### src/design/polyline_length_two_channel_defines.svh
// assertion macros shared by the polyline length design files
`ifndef POLYLINE_LENGTH_TWO_CHANNEL_DEFINES_SVH
`define POLYLINE_LENGTH_TWO_CHANNEL_DEFINES_SVH

`ifndef SYNTHESIS
// clocked assertion, switched off while reset is asserted (reset is active low)
`define PL_ASSERT(lbl, clk, rst_n, prop, msg) \
    lbl: assert property (@(posedge clk) disable iff (!rst_n) (prop)) \
        else $error(msg);
// clocked assertion that also holds through reset
`define PL_ASSERT_NR(lbl, clk, prop, msg) \
    lbl: assert property (@(posedge clk) (prop)) \
        else $error(msg);
`else
`define PL_ASSERT(lbl, clk, rst_n, prop, msg)
`define PL_ASSERT_NR(lbl, clk, prop, msg)
`endif

`endif

### src/design/polylen_pkg.sv
// shared constants for the two channel polyline length block
`timescale 1ns / 1ps
`default_nettype none

package polylen_pkg;

    // default parameter values
    localparam int FRAC_BITS_DEF    = 8;
    localparam int SAMPLE_WIDTH_DEF = 8;

    // fixed field and state widths
    localparam int STEP_W  = 16;
    localparam int RUN_W   = 24;
    localparam int TOTAL_W = 16;

    // reset value of the step length register
    localparam logic [STEP_W-1:0] STEP_RESET = 16'd336;

endpackage

`default_nettype wire

### src/design/polylen_if.sv
// input and output channel interfaces of the polyline length block
`timescale 1ns / 1ps
`default_nettype none

// input channel: one pair of samples plus run flags per item
interface polylen_in_if
    import polylen_pkg::*;
#(
    parameter int SAMPLE_WIDTH = SAMPLE_WIDTH_DEF
) ();
    logic                    valid;
    logic                    ready;
    logic [SAMPLE_WIDTH-1:0] sample_left;
    logic [SAMPLE_WIDTH-1:0] sample_right;
    logic                    first_sample;
    logic                    last_sample;
    logic                    clear_totals;

    modport source (
        output valid, sample_left, sample_right, first_sample, last_sample, clear_totals,
        input  ready
    );

    modport sink (
        input  valid, sample_left, sample_right, first_sample, last_sample, clear_totals,
        output ready
    );
endinterface

// output channel: the two running totals per item
interface polylen_out_if
    import polylen_pkg::*;
();
    logic               valid;
    logic               ready;
    logic [TOTAL_W-1:0] total_left;
    logic [TOTAL_W-1:0] total_right;

    modport source (
        output valid, total_left, total_right,
        input  ready
    );

    modport sink (
        input  valid, total_left, total_right,
        output ready
    );
endinterface

`default_nettype wire

### src/design/polyline_length_two_channel.sv
// top level: two channel polyline length with saturating running totals
//
//  channel   dir  payload                                            handshake
//  i_in      in   sample_left, sample_right, first/last, clear      valid/ready
//  o_out     out  total_left, total_right                            valid/ready
//  i_cfg     in   step_length (16 bits)                              write enable
//
// a segment item passes through the square, start and root states, paced by the
// bit serial square root that retires one root bit per cycle, one unit per side
// a first sample item stays in the idle state unless also last; a last sample adds the emit step
// reset is synchronous active low and restores the step length to 336
// the output register holds a result while the next item is taken in; a last
// sample item waits in the emit step only while that register is still full
`timescale 1ns / 1ps
`default_nettype none
`include "polyline_length_two_channel_defines.svh"

module polyline_length_two_channel
    import polylen_pkg::*;
#(
    parameter int FRAC_BITS    = FRAC_BITS_DEF,
    parameter int SAMPLE_WIDTH = SAMPLE_WIDTH_DEF
) (
    input  wire logic              i_clk,
    input  wire logic              i_rst_n,
    input  wire logic              i_cfg_wr_en,
    input  wire logic [STEP_W-1:0] i_cfg_wr_data,
    polylen_in_if.sink             i_in,
    polylen_out_if.source          o_out
);

    localparam int SW      = SAMPLE_WIDTH;
    localparam int FB      = FRAC_BITS;
    localparam int D2_W    = 2 * (SW + FB);
    localparam int S2_W    = 2 * STEP_W;
    localparam int RAD_W   = (D2_W > S2_W) ? D2_W : S2_W;
    localparam int SUM_W   = RAD_W + 1;
    localparam int RW_EVEN = SUM_W + (SUM_W % 2);
    localparam int RW      = (RW_EVEN > 64) ? 64 : RW_EVEN;
    localparam int RH      = RW / 2;
    localparam int AW      = ((RH > RUN_W) ? RH : RUN_W) + 1;
    localparam int RND_W   = RUN_W + 1;
    localparam int TS_W    = (((RND_W - FB) > TOTAL_W) ? (RND_W - FB) : TOTAL_W) + 1;

    localparam logic [AW-1:0]    RUN_MAX   = AW'((64'd1 << RUN_W) - 64'd1);
    localparam logic [RND_W-1:0] HALF      = RND_W'(64'd1 << (FB - 1));
    localparam logic [TS_W-1:0]  TOTAL_MAX = TS_W'((64'd1 << TOTAL_W) - 64'd1);

    typedef enum logic [2:0] {
        ST_IDLE,
        ST_SQUARE,
        ST_START,
        ST_ROOT,
        ST_EMIT
    } t_state;

    t_state             r_state;
    logic [STEP_W-1:0]  r_step;
    logic [SW-1:0]      r_prev_l;
    logic [SW-1:0]      r_prev_r;
    logic [SW-1:0]      r_dy_l;
    logic [SW-1:0]      r_dy_r;
    logic [2*SW-1:0]    r_dy2_l;
    logic [2*SW-1:0]    r_dy2_r;
    logic [S2_W-1:0]    r_s2;
    logic [RUN_W-1:0]   r_run_l;
    logic [RUN_W-1:0]   r_run_r;
    logic [TOTAL_W-1:0] r_grand_l;
    logic [TOTAL_W-1:0] r_grand_r;
    logic               r_last;
    logic               r_out_valid;
    logic [TOTAL_W-1:0] r_out_l;
    logic [TOTAL_W-1:0] r_out_r;

    logic               w_accept;
    logic               w_start;
    logic               w_done_l;
    logic               w_done_r;
    logic [RH-1:0]      w_root_l;
    logic [RH-1:0]      w_root_r;
    logic [SW-1:0]      n_dy_l;
    logic [SW-1:0]      n_dy_r;
    logic [RW_EVEN-1:0] n_sum_l;
    logic [RW_EVEN-1:0] n_sum_r;
    logic [RW-1:0]      n_rad_l;
    logic [RW-1:0]      n_rad_r;
    logic [AW-1:0]      n_acc_l;
    logic [AW-1:0]      n_acc_r;
    logic [RUN_W-1:0]   n_run_l;
    logic [RUN_W-1:0]   n_run_r;
    logic [RND_W-1:0]   n_rnd_l;
    logic [RND_W-1:0]   n_rnd_r;
    logic [TS_W-1:0]    n_tot_l;
    logic [TS_W-1:0]    n_tot_r;
    logic [TOTAL_W-1:0] n_grand_l;
    logic [TOTAL_W-1:0] n_grand_r;

    // handshake
    assign i_in.ready  = (r_state == ST_IDLE);
    assign w_accept    = i_in.valid && i_in.ready;
    assign w_start     = (r_state == ST_START);
    assign o_out.valid       = r_out_valid;
    assign o_out.total_left  = r_out_l;
    assign o_out.total_right = r_out_r;

    // absolute sample differences
    always_comb begin
        n_dy_l = (i_in.sample_left >= r_prev_l) ? (i_in.sample_left - r_prev_l)
                                                : (r_prev_l - i_in.sample_left);
        n_dy_r = (i_in.sample_right >= r_prev_r) ? (i_in.sample_right - r_prev_r)
                                                 : (r_prev_r - i_in.sample_right);
    end

    // radicand (dy << frac)^2 + step^2, saturated to the root unit width
    always_comb begin
        n_sum_l = ({{(RW_EVEN - 2*SW){1'b0}}, r_dy2_l} << (2*FB))
                + {{(RW_EVEN - S2_W){1'b0}}, r_s2};
        n_sum_r = ({{(RW_EVEN - 2*SW){1'b0}}, r_dy2_r} << (2*FB))
                + {{(RW_EVEN - S2_W){1'b0}}, r_s2};
        n_rad_l = ((n_sum_l >> RW) != '0) ? {RW{1'b1}} : n_sum_l[RW-1:0];
        n_rad_r = ((n_sum_r >> RW) != '0) ? {RW{1'b1}} : n_sum_r[RW-1:0];
    end

    // saturating run sums
    always_comb begin
        n_acc_l = AW'(r_run_l) + AW'(w_root_l);
        n_acc_r = AW'(r_run_r) + AW'(w_root_r);
        n_run_l = (n_acc_l > RUN_MAX) ? RUN_W'(RUN_MAX) : n_acc_l[RUN_W-1:0];
        n_run_r = (n_acc_r > RUN_MAX) ? RUN_W'(RUN_MAX) : n_acc_r[RUN_W-1:0];
    end

    // round half up and add into the saturating totals
    always_comb begin
        n_rnd_l   = ({1'b0, r_run_l} + HALF) >> FB;
        n_rnd_r   = ({1'b0, r_run_r} + HALF) >> FB;
        n_tot_l   = TS_W'(n_rnd_l) + TS_W'(r_grand_l);
        n_tot_r   = TS_W'(n_rnd_r) + TS_W'(r_grand_r);
        n_grand_l = (n_tot_l > TOTAL_MAX) ? TOTAL_W'(TOTAL_MAX) : n_tot_l[TOTAL_W-1:0];
        n_grand_r = (n_tot_r > TOTAL_MAX) ? TOTAL_W'(TOTAL_MAX) : n_tot_r[TOTAL_W-1:0];
    end

    // one square root unit per side
    polylen_sqrt #(
        .RAD_W (RW)
    ) u_sqrt_l (
        .i_clk      (i_clk),
        .i_rst_n    (i_rst_n),
        .i_start    (w_start),
        .i_radicand (n_rad_l),
        .o_done     (w_done_l),
        .o_root     (w_root_l)
    );

    polylen_sqrt #(
        .RAD_W (RW)
    ) u_sqrt_r (
        .i_clk      (i_clk),
        .i_rst_n    (i_rst_n),
        .i_start    (w_start),
        .i_radicand (n_rad_r),
        .o_done     (w_done_r),
        .o_root     (w_root_r)
    );

    // sequencer, run state and output register
    always_ff @(posedge i_clk) begin
        if (!i_rst_n) begin
            r_state     <= ST_IDLE;
            r_step      <= STEP_RESET;
            r_prev_l    <= '0;
            r_prev_r    <= '0;
            r_run_l     <= '0;
            r_run_r     <= '0;
            r_grand_l   <= '0;
            r_grand_r   <= '0;
            r_last      <= 1'b0;
            r_out_valid <= 1'b0;
        end else begin
            if (i_cfg_wr_en) begin
                r_step <= i_cfg_wr_data;
            end
            // the emit step reloads the output register itself
            if (r_out_valid && o_out.ready && (r_state != ST_EMIT)) begin
                r_out_valid <= 1'b0;
            end
            case (r_state)
                ST_IDLE: begin
                    if (w_accept) begin
                        r_prev_l <= i_in.sample_left;
                        r_prev_r <= i_in.sample_right;
                        r_dy_l   <= n_dy_l;
                        r_dy_r   <= n_dy_r;
                        r_last   <= i_in.last_sample;
                        if (i_in.first_sample) begin
                            r_run_l <= '0;
                            r_run_r <= '0;
                            if (i_in.clear_totals) begin
                                r_grand_l <= '0;
                                r_grand_r <= '0;
                            end
                            if (i_in.last_sample) begin
                                r_state <= ST_EMIT;
                            end
                        end else begin
                            r_state <= ST_SQUARE;
                        end
                    end
                end
                ST_SQUARE: begin
                    r_dy2_l <= {{SW{1'b0}}, r_dy_l} * {{SW{1'b0}}, r_dy_l};
                    r_dy2_r <= {{SW{1'b0}}, r_dy_r} * {{SW{1'b0}}, r_dy_r};
                    r_s2    <= {{STEP_W{1'b0}}, r_step} * {{STEP_W{1'b0}}, r_step};
                    r_state <= ST_START;
                end
                ST_START: begin
                    r_state <= ST_ROOT;
                end
                ST_ROOT: begin
                    if (w_done_l) begin
                        r_run_l <= n_run_l;
                        r_run_r <= n_run_r;
                        r_state <= r_last ? ST_EMIT : ST_IDLE;
                    end
                end
                ST_EMIT: begin
                    if (!r_out_valid || o_out.ready) begin
                        r_grand_l   <= n_grand_l;
                        r_grand_r   <= n_grand_r;
                        r_out_l     <= n_grand_l;
                        r_out_r     <= n_grand_r;
                        r_out_valid <= 1'b1;
                        r_run_l     <= '0;
                        r_run_r     <= '0;
                        r_state     <= ST_IDLE;
                    end
                end
                default: begin
                    r_state <= ST_IDLE;
                end
            endcase
        end
    end

    `PL_ASSERT_NR(a_roots_together, i_clk, w_done_l === w_done_r, "root units out of step")
    `PL_ASSERT(a_done_in_root, i_clk, i_rst_n, w_done_l |-> (r_state == ST_ROOT), "root done outside wait")
    `PL_ASSERT(a_out_from_emit, i_clk, i_rst_n, $rose(r_out_valid) |-> $past(r_state == ST_EMIT), "result not from emit")

endmodule

`default_nettype wire

### src/design/polylen_sqrt.sv
// bit serial integer square root, two radicand bits per cycle
`timescale 1ns / 1ps
`default_nettype none
`include "polyline_length_two_channel_defines.svh"

module polylen_sqrt #(
    parameter int RAD_W = 34
) (
    input  wire logic               i_clk,
    input  wire logic               i_rst_n,
    input  wire logic               i_start,
    input  wire logic [RAD_W-1:0]   i_radicand,
    output logic                    o_done,
    output logic [RAD_W/2-1:0]      o_root
);

    localparam int RH    = RAD_W / 2;
    localparam int REM_W = RH + 2;
    localparam int CNT_W = $clog2(RH + 1);

    logic [RAD_W-1:0] r_rad;
    logic [REM_W-1:0] r_rem;
    logic [RH-1:0]    r_root;
    logic [CNT_W-1:0] r_count;
    logic             r_busy;
    logic             r_done;

    logic [REM_W-1:0] n_rem_sh;
    logic [REM_W-1:0] n_trial;
    logic             n_ge;

    // one root bit per step: bring down two radicand bits, try subtract
    always_comb begin
        n_rem_sh = {r_rem[REM_W-3:0], r_rad[RAD_W-1 -: 2]};
        n_trial  = {r_root, 2'b01};
        n_ge     = (n_rem_sh >= n_trial);
    end

    // iteration control and datapath shift registers
    always_ff @(posedge i_clk) begin
        if (!i_rst_n) begin
            r_busy  <= 1'b0;
            r_done  <= 1'b0;
            r_count <= '0;
        end else begin
            // done pulses the cycle after the last step
            r_done <= r_busy && !i_start && (r_count == CNT_W'(1));
            if (i_start) begin
                r_rad   <= i_radicand;
                r_rem   <= '0;
                r_root  <= '0;
                r_count <= CNT_W'(RH);
                r_busy  <= 1'b1;
            end else if (r_busy) begin
                r_rad   <= {r_rad[RAD_W-3:0], 2'b00};
                r_rem   <= n_ge ? (n_rem_sh - n_trial) : n_rem_sh;
                r_root  <= {r_root[RH-2:0], n_ge};
                r_count <= r_count - CNT_W'(1);
                if (r_count == CNT_W'(1)) begin
                    r_busy <= 1'b0;
                end
            end
        end
    end

    assign o_done = r_done;
    assign o_root = r_root;

    `PL_ASSERT(a_no_start_busy, i_clk, i_rst_n, i_start |-> !r_busy, "sqrt started while busy")
    `PL_ASSERT(a_done_after_busy, i_clk, i_rst_n, r_done |-> $past(r_busy), "sqrt done without run")
    `PL_ASSERT(a_done_pulse, i_clk, i_rst_n, r_done |=> !r_done, "sqrt done longer than a cycle")

endmodule

`default_nettype wire

### src/flat_wrapper.sv
// flat-port wrapper written by rule: the top's interface ports become plain ports
module polyline_length_two_channel_flat import polylen_pkg::*;
#(
    parameter int FRAC_BITS    = FRAC_BITS_DEF,
    parameter int SAMPLE_WIDTH = SAMPLE_WIDTH_DEF
)
  (i_clk, i_rst_n, i_cfg_wr_en, i_cfg_wr_data, i_in_valid, i_in_sample_left, i_in_sample_right, i_in_first_sample, i_in_last_sample, i_in_clear_totals, i_in_ready, o_out_valid, o_out_total_left, o_out_total_right, o_out_ready);
  polylen_in_if #(.SAMPLE_WIDTH(SAMPLE_WIDTH)) i_in_i ();
  polylen_out_if o_out_i ();
  input  wire logic i_clk;
  input  wire logic i_rst_n;
  input  wire logic i_cfg_wr_en;
  input  wire logic [STEP_W-1:0] i_cfg_wr_data;
  input wire logic [$bits(i_in_i.valid)-1:0] i_in_valid;
  input wire logic [$bits(i_in_i.sample_left)-1:0] i_in_sample_left;
  input wire logic [$bits(i_in_i.sample_right)-1:0] i_in_sample_right;
  input wire logic [$bits(i_in_i.first_sample)-1:0] i_in_first_sample;
  input wire logic [$bits(i_in_i.last_sample)-1:0] i_in_last_sample;
  input wire logic [$bits(i_in_i.clear_totals)-1:0] i_in_clear_totals;
  output wire logic [$bits(i_in_i.ready)-1:0] i_in_ready;
  output wire logic [$bits(o_out_i.valid)-1:0] o_out_valid;
  output wire logic [$bits(o_out_i.total_left)-1:0] o_out_total_left;
  output wire logic [$bits(o_out_i.total_right)-1:0] o_out_total_right;
  input wire logic [$bits(o_out_i.ready)-1:0] o_out_ready;
  assign i_in_i.valid = i_in_valid;
  assign i_in_i.sample_left = i_in_sample_left;
  assign i_in_i.sample_right = i_in_sample_right;
  assign i_in_i.first_sample = i_in_first_sample;
  assign i_in_i.last_sample = i_in_last_sample;
  assign i_in_i.clear_totals = i_in_clear_totals;
  assign i_in_ready = i_in_i.ready;
  assign o_out_valid = o_out_i.valid;
  assign o_out_total_left = o_out_i.total_left;
  assign o_out_total_right = o_out_i.total_right;
  assign o_out_i.ready = o_out_ready;
  polyline_length_two_channel #(.FRAC_BITS(FRAC_BITS), .SAMPLE_WIDTH(SAMPLE_WIDTH)) u_core (.i_clk(i_clk), .i_rst_n(i_rst_n), .i_cfg_wr_en(i_cfg_wr_en), .i_cfg_wr_data(i_cfg_wr_data), .i_in(i_in_i), .o_out(o_out_i));
endmodule
### config.mk
export PLATFORM = sky130hd
export DESIGN_NAME = polyline_length_two_channel_flat
export DESIGN_NICKNAME = d
export VERILOG_FILES = /design/src/design/polylen_pkg.sv /design/src/design/polylen_if.sv /design/src/design/polyline_length_two_channel.sv /design/src/design/polylen_sqrt.sv /design/src/flat_wrapper.sv
export VERILOG_INCLUDE_DIRS = /design/src /design/src/design
export SDC_FILE = /design/constraint.sdc
export NUM_CORES = 2
export LEC_CHECK = 0
export BUFFER_PORTS_ARGS = -buffer_cell sky130_fd_sc_hd__buf_2
export CORE_MARGIN = 2
export CORE_UTILIZATION = 69
export DETAILED_ROUTE_END_ITERATION = 7
export GPL_TIMING_DRIVEN = 0
export PLACE_DENSITY = 0.88
export SLEW_MARGIN = 20
export SYNTH_ARGS = -nofsm -noshare
export SYNTH_HDL_FRONTEND = slang
export SYNTH_HIERARCHICAL = 1
export SYNTH_SLANG_ARGS = --single-unit
### constraint.sdc
create_clock -name i_clk -period 15.47 [get_ports i_clk]
set_input_delay 1.547 -clock i_clk [delete_from_list [all_inputs] [get_ports i_clk]]
set_output_delay 1.547 -clock i_clk [all_outputs]
set_load 0.01 [all_outputs]
==> out/qor.yml <==
cellPowerDensity_nw_per_um2: 122
clockRootBuffer: "clkbuf_16"
arrival_ns: 7.77
dr.pass1.iters: 8
slew_violations: 0
clockBufferDepth: 3
intPower_uw: 2700
place_congestion: 0.938
routed_wl_um: 73900
swShare_pct: 36.3
syn_area_per_cell_um2: 9.75
die_w_um: 220
initial_core_util_pct: 70.3
setup_viol: 0
hold_path_class: "flop to flop"
slew_headroom_pct: 36.8
cp-end-kind: "flop"
p_clk_share_pct: 25.7
dp_hpwl_um: 55900
grt_use_total_pct: 31.3
required_ns: 15.78
cts_tree: "yes"
core_area_um2: 45600
fin_crit_ns: 7.46
cts_setup_buffers: 0
drt_iter0_markers: 1953
avgRoutedWirePerCell_um: 18.3
synth_cells: 3287
area_delta_synth_final_pct: 8.63
rsz0062_at_grt: "no"
antenna_found_initial: 0
gr-total-overflow: 0
cp-start-kind: "flop"
nFillCells: 2937
drive_gt1_share_pct: 8.29
drv_cap: 0
p_sw_uw: 1540
seqPwrFrac_pct: 30.6
post_cts_resized: 0
ant_nets: 0
setup_slack_ns: 8.01
status: "finished clean"
die-area_um2: 48200
clock_sinks: 375
htree_num_levels: 2
place_worst_setup_slack_ns: 8.15
pwr-share-comb_pct: 43.7
die_height_um: 220
numCtsBuffers: 44
worstMarginPinSlew_ns: 0.948
antenna_cells: 0
io_pins: 74
ir_worst_vdd_mv: 0.122
clock_latency_ns: 0.59
rows: 78
finalSetupTns_ns: 0
finalHoldViolCount: 0
period_share_pct: 48.2
synthesis.area_um2: 32000
p_leak_uw: 0.0161
holdWs_ns: 0.452
drc: 0
cp_max_fo: 10
fmax_mhz: 134
io_buffer_count: 72
yosysWarnings: 6
grt_pass1_wl_um: 122000
postCtsHoldBufs: 0
path_class: "flop to flop"
routed-via-count: 24700
nets: 4010
grt_max_degree: 45
fin_skew_ns: 0.0211
via_per_inst: 6.09
clk_pin_slew_ns: 0.06
grt_pass1_vias: 25900
[worst paths after layout]
check / end / from / depth (start not counted) / slack (ns)
worst min-delay path: u_core/r_run_l[3] / u_core/r_run_l[3] / 2 / 0.45
worst max register to register: u_core/r_s2[31] / u_core/r_step[4] / 22 / 8.01
worst min register to register: u_core/r_run_l[3] / u_core/r_run_l[3] / 2 / 0.45
worst max-delay path: u_core/r_s2[31] / u_core/r_step[4] / 22 / 8.01
[per-layer routing]
layer	share of wire (%)	wire length, um	GRT usage (%)	vias to the layer above
li1	-	-	-	11400
met1	38	28200	36.5	12000
met2	51	37700	56.4	969
met3	6.3	4650	4.75	255
met4	4.6	3370	15.1	0
met5	0	0	0	-
[through the flow]
stage	cells	total power (uW)	instance area (um2)	util (%)
final	4051	4250	34800	76.4
after global routing	4051	4530	34800	76.4
after CTS	4051	4250	34800	76.4
after detailed placement	3970	3130	33300	73.1
after global placement	3962	3030	33200	72.8
after floorplan	3290	2740	32100	-
[layout make-up]
type                    instances  area [um2]  share of cell area [%]
plain buffers                  96         409                    1.18
clock buffers                  56        1230                    3.53
clock inverters                25         284                   0.816
inverters                     438        1640                    4.72
multi-input cells            2381       20100                    57.6
flip-flops and latches        375        9960                    28.6
well taps                     600         751                    2.16
repair buffers                 80         465                    1.34
[critical path, stage by stage, from the launching register on]
cell	delay, ns
dfxtp_1	0.35
clkbuf_1	0.47
clkbuf_1	0.52
nand2_1	0.17
fa_1	0.59
fa_1	0.58
inv_1	0.06
fa_1	0.54
fa_1	0.45
fa_1	0.54
inv_1	0.05
fa_1	0.53
inv_1	0.04
ha_1	0.36
nand2_1	0.10
a2bb2oi_1	0.24
o2bb2ai_1	0.15
o21bai_1	0.30
o211ai_1	0.19
o31ai_1	0.37
o21ai_1	0.16
o41ai_2	0.25
xnor2_1	0.15
[cells in the final DEF, fill, tap and decap left out, types with 15 or more instances in the layout]
cell type	n
nor2_1	233
nand3_1	37
clkbuf_16	47
a211oi_1	23
a21oi_1	181
inv_1	436
mux2i_1	55
or2_2	15
xor2_1	64
nand2_1	294
fa_1	222
a31oi_1	21
a22o_1	23
ha_1	332
nor2b_1	35
mux2_2	70
o21ai_0	115
o21bai_1	25
a21o_1	46
o21a_1	39
buf_2	80
edfxtp_1	245
nand2b_1	38
and3_1	32
clkbuf_1	75
dfxtp_1	130
nor3_1	36
and2_1	88
xnor2_1	152
[power by group through the flow]
stage	registers, uW	clock network (uW)	logic [uW]
after floorplan	1300	0	1440
after global routing	1300	1140	2090
after CTS	1300	1100	1850
after global placement	1320	0	1710
after detailed placement	1310	0	1820
final	1300	1090	1860
[registers in the layout, summed over array words and instances (netlist names), 24 cells and up]
| name | flops |
|---|---|
| u_core/r_run_l | 24 |
| u_core/u_sqrt_l/r_rad | 34 |
| u_core/u_sqrt_r/r_rad | 34 |
| u_core/r_run_r | 24 |
| u_core/r_s2 | 31 |
Power figures use the tool's default switching activity.
